===== src/hw/rtl/owm_pkg.sv =====
// Shared types and constants for the one-wire bus master.
// No dependencies.
package owm_pkg;

  localparam int COUNTER_BITS = 10;
  localparam int CNT_W        = COUNTER_BITS;
  localparam int CMP_W        = (COUNTER_BITS > 10) ? COUNTER_BITS : 10;
  localparam logic [CNT_W-1:0] CNT_MAX = {CNT_W{1'b1}};

  localparam int WRITE_HOLD_TICKS = 60;

  // operation codes
  localparam logic [1:0] OP_RESET = 2'd0;
  localparam logic [1:0] OP_WRITE = 2'd1;
  localparam logic [1:0] OP_READ  = 2'd2;

  // register indexes
  localparam int PADDR_W = 5;
  localparam logic [2:0] REG_RESET_LOW    = 3'd0;
  localparam logic [2:0] REG_PRES_DELAY   = 3'd1;
  localparam logic [2:0] REG_PRES_TIMEOUT = 3'd2;
  localparam logic [2:0] REG_RECOVERY     = 3'd3;
  localparam logic [2:0] REG_SLOT_LOW     = 3'd4;
  localparam logic [2:0] REG_SAMPLE_DELAY = 3'd5;
  localparam logic [2:0] REG_SLOT_REST    = 3'd6;

  typedef struct packed {
    logic [9:0] reset_low_ticks;
    logic [9:0] presence_delay_ticks;
    logic [9:0] presence_timeout_ticks;
    logic [9:0] reset_recovery_ticks;
    logic [3:0] slot_low_ticks;
    logic [5:0] sample_delay_ticks;
    logic [6:0] slot_rest_ticks;
  } cfg_t;

  typedef struct packed {
    logic       tick;
    logic       line_level;
    logic       start_req;
    logic [1:0] func;
    logic [7:0] write_byte;
  } in_item_t;

  typedef struct packed {
    logic       drive_low;
    logic       busy_res;
    logic       done_res;
    logic       presence;
    logic [7:0] read_byte;
  } res_t;

endpackage


===== src/hw/rtl/owm_if.sv =====
// Valid/ready channel interfaces for the one-wire bus master.
// Depends on owm_pkg.
interface owm_in_if import owm_pkg::*; ();
  logic       valid;
  logic       ready;
  logic       tick;
  logic       line_level;
  logic       start_req;
  logic [1:0] func;
  logic [7:0] write_byte;

  modport source (output valid, tick, line_level, start_req, func, write_byte,
                  input ready);
  modport sink   (input valid, tick, line_level, start_req, func, write_byte,
                  output ready);
endinterface

interface owm_out_if import owm_pkg::*; ();
  logic       valid;
  logic       ready;
  logic       drive_low;
  logic       busy_res;
  logic       done_res;
  logic       presence;
  logic [7:0] read_byte;

  modport source (output valid, drive_low, busy_res, done_res, presence, read_byte,
                  input ready);
  modport sink   (input valid, drive_low, busy_res, done_res, presence, read_byte,
                  output ready);
endinterface


===== src/hw/rtl/owm_cfg_regs.sv =====
// APB-style timing register file for the one-wire bus master.
// Depends on owm_pkg.
module owm_cfg_regs import owm_pkg::*; (
  input  logic               clk,
  input  logic               rst_n,
  input  logic               psel,
  input  logic               penable,
  input  logic               pwrite,
  input  logic [PADDR_W-1:0] paddr,
  input  logic [31:0]        pwdata,
  output logic [31:0]        prdata,
  output logic               pready,
  output cfg_t               cfg
);

  cfg_t       cfg_r;
  logic       wr_en;
  logic [2:0] idx;

  assign pready = 1'b1;
  assign wr_en  = psel & penable & pwrite;
  assign idx    = paddr[PADDR_W-1:2];
  assign cfg    = cfg_r;

  always_ff @(posedge clk) begin
    if (!rst_n) begin
      cfg_r.reset_low_ticks        <= 10'd480;
      cfg_r.presence_delay_ticks   <= 10'd60;
      cfg_r.presence_timeout_ticks <= 10'd240;
      cfg_r.reset_recovery_ticks   <= 10'd480;
      cfg_r.slot_low_ticks         <= 4'd1;
      cfg_r.sample_delay_ticks     <= 6'd14;
      cfg_r.slot_rest_ticks        <= 7'd45;
    end else if (wr_en) begin
      case (idx)
        REG_RESET_LOW:    cfg_r.reset_low_ticks        <= pwdata[9:0];
        REG_PRES_DELAY:   cfg_r.presence_delay_ticks   <= pwdata[9:0];
        REG_PRES_TIMEOUT: cfg_r.presence_timeout_ticks <= pwdata[9:0];
        REG_RECOVERY:     cfg_r.reset_recovery_ticks   <= pwdata[9:0];
        REG_SLOT_LOW:     cfg_r.slot_low_ticks         <= pwdata[3:0];
        REG_SAMPLE_DELAY: cfg_r.sample_delay_ticks     <= pwdata[5:0];
        REG_SLOT_REST:    cfg_r.slot_rest_ticks        <= pwdata[6:0];
        default: ;
      endcase
    end
  end

  always_comb begin
    case (idx)
      REG_RESET_LOW:    prdata = {22'd0, cfg_r.reset_low_ticks};
      REG_PRES_DELAY:   prdata = {22'd0, cfg_r.presence_delay_ticks};
      REG_PRES_TIMEOUT: prdata = {22'd0, cfg_r.presence_timeout_ticks};
      REG_RECOVERY:     prdata = {22'd0, cfg_r.reset_recovery_ticks};
      REG_SLOT_LOW:     prdata = {28'd0, cfg_r.slot_low_ticks};
      REG_SAMPLE_DELAY: prdata = {26'd0, cfg_r.sample_delay_ticks};
      REG_SLOT_REST:    prdata = {25'd0, cfg_r.slot_rest_ticks};
      default:          prdata = 32'd0;
    endcase
  end

endmodule


===== src/hw/rtl/owm_seq.sv =====
// Bus timing sequencer: phase state, tick counter, bit shifter.
// Depends on owm_pkg. Advances one step per accepted transaction.
module owm_seq import owm_pkg::*; (
  input  logic     clk,
  input  logic     rst_n,
  input  logic     step,
  input  in_item_t item,
  input  cfg_t     cfg,
  output res_t     res
);

  localparam logic [3:0] PH_IDLE        = 4'd0;
  localparam logic [3:0] PH_RST_LOW     = 4'd1;
  localparam logic [3:0] PH_RST_WAIT    = 4'd2;
  localparam logic [3:0] PH_RST_DETECT  = 4'd3;
  localparam logic [3:0] PH_RST_RECOVER = 4'd4;
  localparam logic [3:0] PH_SLOT_LOW    = 4'd5;
  localparam logic [3:0] PH_WRITE_HOLD  = 4'd6;
  localparam logic [3:0] PH_READ_WAIT   = 4'd7;
  localparam logic [3:0] PH_READ_REST   = 4'd8;

  logic [3:0]       phase_r, phase_nxt;
  logic [CNT_W-1:0] cnt_r, cnt_nxt, cnt_inc, cnt_adv;
  logic [2:0]       bit_r, bit_nxt;
  logic [7:0]       shift_r, shift_nxt;
  logic [1:0]       op_r, op_nxt;
  logic             pres_r, pres_nxt;
  logic [7:0]       rd_r, rd_nxt;
  logic [CMP_W-1:0] tgt;
  logic             hit;
  logic             done;

  // phase target
  always_comb begin
    case (phase_r)
      PH_RST_LOW:     tgt = CMP_W'(cfg.reset_low_ticks);
      PH_RST_WAIT:    tgt = CMP_W'(cfg.presence_delay_ticks);
      PH_RST_DETECT:  tgt = CMP_W'(cfg.presence_timeout_ticks);
      PH_RST_RECOVER: tgt = CMP_W'(cfg.reset_recovery_ticks);
      PH_SLOT_LOW:    tgt = CMP_W'(cfg.slot_low_ticks);
      PH_WRITE_HOLD:  tgt = CMP_W'(WRITE_HOLD_TICKS);
      PH_READ_WAIT:   tgt = CMP_W'(cfg.sample_delay_ticks);
      PH_READ_REST:   tgt = CMP_W'(cfg.slot_rest_ticks);
      default:        tgt = '0;
    endcase
  end

  // saturating tick counter; zero target ends on first tick
  assign cnt_inc = (cnt_r != CNT_MAX) ? cnt_r + CNT_W'(1) : cnt_r;
  assign hit     = item.tick && ((CMP_W'(cnt_inc) >= tgt) || (cnt_inc == CNT_MAX));
  assign cnt_adv = !item.tick ? cnt_r : (hit ? '0 : cnt_inc);

  always_comb begin
    phase_nxt = phase_r;
    cnt_nxt   = cnt_r;
    bit_nxt   = bit_r;
    shift_nxt = shift_r;
    op_nxt    = op_r;
    pres_nxt  = pres_r;
    rd_nxt    = rd_r;
    done      = 1'b0;
    case (phase_r)
      PH_IDLE: begin
        if (item.start_req && (item.func == OP_RESET || item.func == OP_WRITE ||
                               item.func == OP_READ)) begin
          op_nxt  = item.func;
          bit_nxt = '0;
          cnt_nxt = '0;
          if (item.func == OP_RESET) begin
            phase_nxt = PH_RST_LOW;
          end else begin
            shift_nxt = (item.func == OP_WRITE) ? item.write_byte : 8'd0;
            phase_nxt = PH_SLOT_LOW;
          end
        end
      end
      PH_RST_LOW: begin
        cnt_nxt = cnt_adv;
        if (hit) phase_nxt = PH_RST_WAIT;
      end
      PH_RST_WAIT: begin
        cnt_nxt = cnt_adv;
        if (hit) phase_nxt = PH_RST_DETECT;
      end
      PH_RST_DETECT: begin
        if (!item.line_level) begin
          pres_nxt  = 1'b1;
          cnt_nxt   = '0;
          phase_nxt = PH_RST_RECOVER;
        end else begin
          cnt_nxt = cnt_adv;
          if (hit) begin
            pres_nxt  = 1'b0;
            phase_nxt = PH_IDLE;
            done      = 1'b1;
          end
        end
      end
      PH_RST_RECOVER: begin
        cnt_nxt = cnt_adv;
        if (hit) begin
          phase_nxt = PH_IDLE;
          done      = 1'b1;
        end
      end
      PH_SLOT_LOW: begin
        cnt_nxt = cnt_adv;
        if (hit) phase_nxt = (op_r == OP_WRITE) ? PH_WRITE_HOLD : PH_READ_WAIT;
      end
      PH_WRITE_HOLD: begin
        cnt_nxt = cnt_adv;
        if (hit) begin
          shift_nxt = {1'b0, shift_r[7:1]};
          if (bit_r == 3'd7) begin
            bit_nxt   = '0;
            phase_nxt = PH_IDLE;
            done      = 1'b1;
          end else begin
            bit_nxt   = bit_r + 3'd1;
            phase_nxt = PH_SLOT_LOW;
          end
        end
      end
      PH_READ_WAIT: begin
        cnt_nxt = cnt_adv;
        if (hit) begin
          shift_nxt = {item.line_level, shift_r[7:1]};
          phase_nxt = PH_READ_REST;
        end
      end
      PH_READ_REST: begin
        cnt_nxt = cnt_adv;
        if (hit) begin
          if (bit_r == 3'd7) begin
            bit_nxt   = '0;
            rd_nxt    = shift_r;
            phase_nxt = PH_IDLE;
            done      = 1'b1;
          end else begin
            bit_nxt   = bit_r + 3'd1;
            phase_nxt = PH_SLOT_LOW;
          end
        end
      end
      default: begin
        phase_nxt = PH_IDLE;
        cnt_nxt   = '0;
      end
    endcase
  end

  always_ff @(posedge clk) begin
    if (!rst_n) begin
      phase_r <= PH_IDLE;
      cnt_r   <= '0;
      bit_r   <= '0;
      shift_r <= '0;
      op_r    <= OP_RESET;
      pres_r  <= 1'b0;
      rd_r    <= '0;
    end else if (step) begin
      phase_r <= phase_nxt;
      cnt_r   <= cnt_nxt;
      bit_r   <= bit_nxt;
      shift_r <= shift_nxt;
      op_r    <= op_nxt;
      pres_r  <= pres_nxt;
      rd_r    <= rd_nxt;
    end
  end

  // result reflects the state after this step
  always_comb begin
    if (phase_nxt == PH_RST_LOW || phase_nxt == PH_SLOT_LOW) begin
      res.drive_low = 1'b1;
    end else if (phase_nxt == PH_WRITE_HOLD) begin
      res.drive_low = ~shift_nxt[0];
    end else begin
      res.drive_low = 1'b0;
    end
    res.busy_res  = (phase_nxt != PH_IDLE);
    res.done_res  = done;
    res.presence  = pres_nxt;
    res.read_byte = rd_nxt;
  end

endmodule


===== src/hw/rtl/one_wire_bus_master.sv =====
// Latency: a result is valid the cycle after its input transaction is accepted.
// Throughput: one transaction per clock, unless a result waits undrained with out ready low.
// in ready stays high while the result register is empty or being drained.
// Reset (rst_n low, synchronous): sequencer idle, counters and bytes zero,
// result register empty, timing registers back to their default values.
module one_wire_bus_master import owm_pkg::*; (
  input  logic               clk,
  input  logic               rst_n,
  owm_in_if.sink             in_if,
  owm_out_if.source          out_if,
  input  logic               psel,
  input  logic               penable,
  input  logic               pwrite,
  input  logic [PADDR_W-1:0] paddr,
  input  logic [31:0]        pwdata,
  output logic [31:0]        prdata,
  output logic               pready
);

  cfg_t     cfg;
  in_item_t item;
  res_t     res_nxt;
  res_t     res_r;
  logic     out_valid_r;
  logic     in_accept;

  // Timing registers, APB-style write/read port.
  owm_cfg_regs u_cfg (
    .clk     (clk),
    .rst_n   (rst_n),
    .psel    (psel),
    .penable (penable),
    .pwrite  (pwrite),
    .paddr   (paddr),
    .pwdata  (pwdata),
    .prdata  (prdata),
    .pready  (pready),
    .cfg     (cfg)
  );

  // Pack the incoming transaction.
  assign item.tick       = in_if.tick;
  assign item.line_level = in_if.line_level;
  assign item.start_req  = in_if.start_req;
  assign item.func       = in_if.func;
  assign item.write_byte = in_if.write_byte;

  // Input side keeps flowing while the result register is free or emptying.
  assign in_if.ready = ~out_valid_r | out_if.ready;
  assign in_accept   = in_if.valid & in_if.ready;

  // Sequencer: state moves only on an accepted transaction.
  owm_seq u_seq (
    .clk   (clk),
    .rst_n (rst_n),
    .step  (in_accept),
    .item  (item),
    .cfg   (cfg),
    .res   (res_nxt)
  );

  // Result register: one entry, separates the two handshakes.
  always_ff @(posedge clk) begin
    if (!rst_n) begin
      out_valid_r <= 1'b0;
    end else if (in_accept) begin
      out_valid_r <= 1'b1;
    end else if (out_if.ready) begin
      out_valid_r <= 1'b0;
    end
  end

  always_ff @(posedge clk) begin
    if (in_accept) begin
      res_r <= res_nxt;
    end
  end

  assign out_if.valid     = out_valid_r;
  assign out_if.drive_low = res_r.drive_low;
  assign out_if.busy_res  = res_r.busy_res;
  assign out_if.done_res  = res_r.done_res;
  assign out_if.presence  = res_r.presence;
  assign out_if.read_byte = res_r.read_byte;

endmodule


===== src/flat_wrapper.sv =====
// flat-port wrapper written by rule: the top's interface ports become plain ports
module one_wire_bus_master_flat import owm_pkg::*;
  (clk, rst_n, psel, penable, pwrite, paddr, pwdata, prdata, pready, in_if_valid, in_if_tick, in_if_line_level, in_if_start_req, in_if_func, in_if_write_byte, in_if_ready, out_if_valid, out_if_drive_low, out_if_busy_res, out_if_done_res, out_if_presence, out_if_read_byte, out_if_ready);
  owm_in_if in_if_i ();
  owm_out_if out_if_i ();
  input  logic clk;
  input  logic rst_n;
  input  logic psel;
  input  logic penable;
  input  logic pwrite;
  input  logic [PADDR_W-1:0] paddr;
  input  logic [31:0] pwdata;
  output logic [31:0] prdata;
  output logic pready;
  input wire logic [$bits(in_if_i.valid)-1:0] in_if_valid;
  input wire logic [$bits(in_if_i.tick)-1:0] in_if_tick;
  input wire logic [$bits(in_if_i.line_level)-1:0] in_if_line_level;
  input wire logic [$bits(in_if_i.start_req)-1:0] in_if_start_req;
  input wire logic [$bits(in_if_i.func)-1:0] in_if_func;
  input wire logic [$bits(in_if_i.write_byte)-1:0] in_if_write_byte;
  output wire logic [$bits(in_if_i.ready)-1:0] in_if_ready;
  output wire logic [$bits(out_if_i.valid)-1:0] out_if_valid;
  output wire logic [$bits(out_if_i.drive_low)-1:0] out_if_drive_low;
  output wire logic [$bits(out_if_i.busy_res)-1:0] out_if_busy_res;
  output wire logic [$bits(out_if_i.done_res)-1:0] out_if_done_res;
  output wire logic [$bits(out_if_i.presence)-1:0] out_if_presence;
  output wire logic [$bits(out_if_i.read_byte)-1:0] out_if_read_byte;
  input wire logic [$bits(out_if_i.ready)-1:0] out_if_ready;
  assign in_if_i.valid = in_if_valid;
  assign in_if_i.tick = in_if_tick;
  assign in_if_i.line_level = in_if_line_level;
  assign in_if_i.start_req = in_if_start_req;
  assign in_if_i.func = in_if_func;
  assign in_if_i.write_byte = in_if_write_byte;
  assign in_if_ready = in_if_i.ready;
  assign out_if_valid = out_if_i.valid;
  assign out_if_drive_low = out_if_i.drive_low;
  assign out_if_busy_res = out_if_i.busy_res;
  assign out_if_done_res = out_if_i.done_res;
  assign out_if_presence = out_if_i.presence;
  assign out_if_read_byte = out_if_i.read_byte;
  assign out_if_i.ready = out_if_ready;
  one_wire_bus_master u_core (.clk(clk), .rst_n(rst_n), .in_if(in_if_i), .out_if(out_if_i), .psel(psel), .penable(penable), .pwrite(pwrite), .paddr(paddr), .pwdata(pwdata), .prdata(prdata), .pready(pready));
endmodule

===== config.mk =====
export PLATFORM = sky130hd
export DESIGN_NAME = one_wire_bus_master_flat
export DESIGN_NICKNAME = d
export VERILOG_FILES = /design/src/hw/rtl/owm_pkg.sv /design/src/hw/rtl/owm_if.sv /design/src/hw/rtl/owm_cfg_regs.sv /design/src/hw/rtl/owm_seq.sv /design/src/hw/rtl/one_wire_bus_master.sv /design/src/flat_wrapper.sv
export SDC_FILE = /design/constraint.sdc
export NUM_CORES = 1
export LEC_CHECK = 0
export BUFFER_PORTS_ARGS = -buffer_cell sky130_fd_sc_hd__buf_2
export CORE_UTILIZATION = 50
export CTS_BUF_LIST = sky130_fd_sc_hd__clkbuf_4 sky130_fd_sc_hd__clkbuf_8
export DETAILED_ROUTE_END_ITERATION = 16
export PLACE_DENSITY = 0.72
export SYNTH_ARGS = -nofsm -noshare
export SYNTH_HDL_FRONTEND = slang
export SYNTH_SLANG_ARGS = --single-unit

===== constraint.sdc =====
create_clock -name clk -period 10.1 [get_ports clk]
set_input_delay 0.505 -clock clk [delete_from_list [all_inputs] [get_ports clk]]
set_output_delay 0.505 -clock clk [all_outputs]
set_load 0.02 [all_outputs]

=== After elaboration in Yosys (flattened, before gate mapping) ===
Cells that the tools add are included.

* Register bits after elaboration: 106
* Bits of input ports: 57
* Output and inout bits: 47
* Word-level logic and storage cells: 128

* Muxes and demuxes: 44
* Add/subtract/negate cells: 2
* Eq/ne operators: 28
* Bitwise operators: 6
* Magnitude comparators: 1
* Reduce and logical (&&, ||, !) cells: 26

{| class="wikitable"
|+ Operators by type and width
! kind !! number
|-
| $pmux W10 S8 || 1
|-
| $pmux W10 S7 || 1
|-
| $mux W8 || 8
|-
| $mux W10 || 5
|-
| $mux W4 || 8
|-
| $pmux W4 S8 || 1
|-
| $pmux W10 S3 || 1
|-
| $eq A4 B3 Y1 const B || 6
|-
| $pmux W8 S3 || 1
|-
| $reduce_and A2 Y1 || 8
|-
| $mux W3 || 5
|-
| $eq A3 B3 Y1 const B || 4
|-
| $mux W1 || 11
|-
| $add A10 B1 Y10 const B || 1
|-
| $eq A10 B10 Y1 const B || 1
|-
| $ge A10 B10 Y1 || 1
|-
| $ne A10 B10 Y1 const B || 1
|-
| $eq A4 B1 Y1 const B || 2
|-
| $eq A4 B2 Y1 const B || 2
|-
| $ne A2 B2 Y1 const B || 4
|-
| $reduce_or A7 Y1 || 1
|-
| $eq A3 B2 Y1 const B || 2
|-
| $pmux W3 S2 || 1
|-
| $reduce_and A6 Y1 || 1
|-
| other kinds (21) || 30
|}

=== Longest topological paths before layout ===
* Depth after elaboration: 10
* Depth in mapped cells: 19
* Mapped depth without buffers: 15

=== Modules after synthesis ===
A second synthesis with hierarchy kept.

* Cells, all modules: 739
* Area, all modules: 6,517.5 µm²

{| class="wikitable"
|+ By module, submodules not included
! module !! instances !! area each (µm²) !! seq. area each (µm²) !! cells an instance
|-
| owm_seq || 1 || 3,199.3 || 720.7 || 413
|-
| owm_cfg_regs || 1 || 2,900.3 || 1,141.1 || 309
|-
| one_wire_bus_master || 1 || 417.9 || 380.4 || 17
|}

=== Least setup slack after synthesis ===
Ideal clock, no wire load.

* Path kind: reg2reg
* From: register u_core.u_seq.phase_r[1]
* To: register u_core.res_r, in the netlist u_core.out_if.drive_low, data pin
* Data required time: 9.838 ns
* Cell stages (with the launch flop): 16
* Library setup time: 0.262 ns
* Data arrival time: 3.637 ns
* Slack: 6.201 ns
* Path buffers: 3
* Clock period less this slack: 3.899 ns
* Path through: dfxtp_1 clkbuf_1 inv_1 nor4b_1 clkbuf_1 a22oi_1 and3_1 ha_1 a22o_1 o41ai_1 a211oi_1 a31oi_4 buf_4 o21ai_0 a221oi_1 o2bb2ai_1

* Longest elaborated chain between the ends: 10
* Elaborated cells on any way between the ends: 32
* Those cells by class: order compare: 1; eq/ne: 11; mux: 14; bitwise: 1; reduce/logical: 5

{| class="wikitable"
|+ RTL lines
! item !! RTL line !! source
|-
| start: declaration || owm_seq.sv:22 || <nowiki>logic [3:0] phase_r, phase_nxt;</nowiki>
|-
| start signal: assignment || owm_seq.sv:162 || <nowiki>phase_r <= phase_nxt;</nowiki>
|-
| $eq A4 B4 Y1, or another cell as far along || owm_seq.sv:35, owm_seq.sv:62 ||
|-
| $pmux W10 S8 || owm_seq.sv:35 || <nowiki>case (phase_r)</nowiki>
|-
| $ge A10 B10 Y1 || owm_seq.sv:50 || <nowiki>assign hit = item.tick && ((CMP_W'(cnt_inc) >= tgt) || (cnt_inc == CNT_MAX));</nowiki>
|-
| $logic_or A1 B1 Y1 || owm_seq.sv:50 ||
|-
| $logic_and A1 B1 Y1 || owm_seq.sv:50 ||
|-
| $mux W4 || owm_seq.sv:92, owm_seq.sv:101 ||
|-
| $mux W4 || owm_seq.sv:86 || <nowiki>if (!item.line_level) begin</nowiki>
|-
| $pmux W4 S8 || owm_seq.sv:62 || <nowiki>case (phase_r)</nowiki>
|-
| $eq A4 B3 Y1, or another cell as far along || owm_seq.sv:176 || <nowiki>end else if (phase_nxt == PH_WRITE_HOLD) begin</nowiki>
|-
| $mux W1 or $logic_or A1 B1 Y1 (tied branches) || owm_seq.sv:176, owm_seq.sv:174 ||
|-
| end signal: assignment || one_wire_bus_master.sv:75 || <nowiki>res_r <= res_nxt;</nowiki>
|-
| end: declaration || one_wire_bus_master.sv:23 || <nowiki>res_t res_r;</nowiki>
|}

Several ways; a longest one is shown, not always the timed one. The select of a mux whose other input is x is not followed.
A chain may end at the register's enable or synchronous reset.

=== Worst setup path after layout ===
Ends and elaborated chain as after synthesis.

==> metrics.yaml <==
outcome:
  run_status: "finished clean"
yosys:
  synth_area_um2: 6110
  synth_ff_type: "dfxtp_1"
  async_reset_ff_frac: 0
  synth_top_area_frac: 0.3080
  synth.most_common_cell: "nand2_1"
  yosysUniqueCellTypes: 67
  yosys_warnings: 0
  yosysTopAreaCell: "dfxtp_1"
  synthCells: 713
  synth_seq_cells: 106
  ys_seq_area_frac: 0.3670
  synth_top_cells_by_count: "nand2_1 (136), dfxtp_1 (94), mux2i_1 (38)"
  synth_edf_count: 12
  synth_area_leaders: "dfxtp_1 (31%), nand2_1 (8.4%), mux2i_1 (6.2%), edfxtp_1 (5.9%), a21boi_0 (3.7%)"
  synth_area_per_cell_um2: 8.569
hold_path:
  hold_depth: 3
  hp-class: "input port to flop"
grt:
  grt_usage: 0.2494
  grt_first_pass_wirelength_mm: 25.15
  grt_pass1_vias: 5001
  grt_overflow: 0
  antenna_found_initial: 0
  grt_max_degree: 98
clocking:
  clock_latency_ns: 0.37
  clock_path_buffers: 2
  hold_buffers: 0
  htreeDepth: 3
  cts_resized: 0
  cts.clk_slew.worst_paths_ns: 0.11
  tritoncts: "yes"
  root_buffer: "clkbuf_8"
  clkSinkCount: 106
  cts_buffers: 9
  postCtsSetupRepairBufs: 0
power_and_ir_drop:
  p_sw_mw: 0.2704
  p_comb_frac: 0.185
  seq_power_share: 0.524
  p_leak_nw: 2.579
  vdd_ir_drop_max_mv: 0.07188
  p_per_area_nw_per_um2: 132.0
  internal_power_mw: 0.5912
  swShare: 0.3138
  clkPwrFrac: 0.291
detailed_routing:
  ant_nets: 0
  avgViaCountPerCell: 6.063
  first_pass_iters: 5
  drc: 0
  num_vias: 5396
  wl_mm: 15.62
  drtIter0Drc: 415
  wl_per_cell_um: 17.55
sta:
  tightest_slew_ns: 1.032
  max_clock_freq_mhz: 195.8
  drv_slew: 0
  finalCritPeriodShare: 0.5057
  hold_violations: 0
  setup_violations: 0
  relSlewSlack: 0.3085
  setup-tns-final_ns: 0
  skew_ns: 0.01107
  rsz0062_at_grt: "false"
  period_minus_slack_ns: 5.108
floorplanning:
  die_w_um: 112.5
  coreArea_um2: 11960
  std_cell_rows: 40
  dieArea_um2: 12670
  io_pins: 104
  fp.dieH_um: 112.5
  initial_core_util: 0.5108
setup_path:
  cp-end-kind: "flop"
  startpoint_type: "flop"
  crit_fanout: 24
  crit_arrival_ns: 5.23
  reg2reg_depth: 15
  critical_path_required_ns: 10.22
  path_class: "flop to flop"
run:
  drv_cap: 0
layout:
  n_antenna_cell: 0
  area_delta_synth_final_pct: 6.861
  layout.nets: 808
  n_fill_cell: 1102
  utilization: 0.5458
  layout-drive-gt1-share: 0.1548
place:
  dp_hpwl_mm: 10.49
  port_buffers: 56
  gp_congestion: 0.8623
-- metal layers --
layer | up-vias | track usage | share of wire
met4 | 0 | 0.09689 | 0.022
li1 | 2565 | - | -
met1 | 2553 | 0.3376 | 0.44
met5 | - | 0 | 0
met2 | 250 | 0.3988 | 0.47
met3 | 28 | 0.04050 | 0.074
-- cell families (layout without fill, tap and decap cells) --
group	count (synthesis)	after routing	share of synthesized area
AND/OR/NAND/NOR	284	284	0.2208
multiplexers	61	61	0.1139
AO/OA/AOI/OAI	165	165	0.1993
other	2	23	0.001229
buffers and inverters	77	86	0.06410
XOR/XNOR	5	5	0.007169
flip-flops	106	106	0.3670
adder cells (fa/ha/maj)	13	13	0.02662
-- final cells by class --
cell class | instances | area (um^2) | area share
Clock buffer | 10 | 131.4 | 0.02012
Sequential cell | 106 | 2242 | 0.3434
Timing Repair Buffer | 60 | 310.3 | 0.04753
Multi-Input combinational cell | 551 | 3572 | 0.5471
Tap cell | 147 | 183.9 | 0.02817
Inverter | 10 | 37.54 | 0.005749
Clock inverter | 6 | 51.30 | 0.007857
-- cell usage in the layout (no fill, tap or decap), types with 3 or more instances in the layout --
cell and instances:
a211oi_1 4, and3_1 8, a22o_1 7, clkinvlp_4 3, nor2b_1 35, nand2_1 136, or3_1 4, a21oi_1 24
conb_1 23, mux4_2 5, nand3_1 33, nand4_1 3, buf_4 4, a21boi_0 30, ha_1 13, o21ai_0 24
inv_1 10, o211ai_1 3, a31oi_1 5, mux2i_1 38, nand2b_1 5, a221o_1 6, nor2_1 31, edfxtp_1 12
clkbuf_8 9, or2_2 4, o211a_1 7, nor3_1 7, xnor2_1 3, a22oi_1 20, mux2_2 18, buf_2 56
a221oi_1 10, o31ai_1 3, dfxtp_1 94
-- state kept, by name, summed over array words and instances (netlist names), 2 cells and up --
register	count
u_core.out_if.read_byte	8
u_core.u_cfg.cfg	57
u_core.u_seq.bit_r	3
u_core.u_seq.cnt_r	10
u_core.u_seq.op_r	2
u_core.u_seq.phase_r	4
u_core.u_seq.rd_r	8
u_core.u_seq.shift_r	8
-- worst paths after layout --
kind                            from                       to  slack (ns)
max          u_core.u_seq.phase_r[1]  u_core.out_if.drive_low        4.99
min                      in_if_valid      u_core.out_if.valid        0.38
min reg2reg    u_core.u_seq.bit_r[1]    u_core.u_seq.bit_r[1]        0.48
max reg2reg  u_core.u_seq.phase_r[1]  u_core.out_if.drive_low        4.99
-- metrics by stage --
| step | power [mW] | cells | hold WS, ns | cell area (um^2) | setup WS [ns] |
|---|---|---|---|---|---|
| 6_report | 0.8616 | 890 | 0.3784 | 6529 | 4.992 |
| 3_5_place_dp | 0.6168 | 874 | 0.4674 | 6346 | 5.165 |
| 3_3_place_gp | 0.6130 | 874 | 0.4508 | 6346 | 5.241 |
| 4_1_cts | 0.8626 | 890 | 0.3719 | 6529 | 5.151 |
| 5_1_grt | 0.8964 | 890 | 0.3822 | 6529 | 4.689 |
| 2_1_floorplan | 0.5800 | 734 | 0.4418 | 6188 | 6.201 |
-- critical path, cell delays in order (launching register included) --
cell and delay, ns:
dfxtp_1 0.85, nand2b_1 0.17, nor3_2 0.81, a22o_1 0.23
a21oi_1 0.04, o21ai_0 0.08, a21oi_1 0.10, ha_1 0.31
o211ai_1 0.18, a21oi_1 0.06, o41ai_1 0.41, a211oi_1 0.19
a31oi_4 0.67, o21ai_0 0.24, a221oi_1 0.36, o2bb2ai_1 0.14
-- power by group through the flow --
stage | sequential (mW) | clock, mW | combinational, mW
2_1_floorplan | 0.458 | 0 | 0.122
3_3_place_gp | 0.460 | 0 | 0.153
3_5_place_dp | 0.461 | 0 | 0.156
4_1_cts | 0.451 | 0.255 | 0.157
5_1_grt | 0.453 | 0.270 | 0.173
6_report | 0.452 | 0.251 | 0.159
Power figures use the tool's default switching activity.
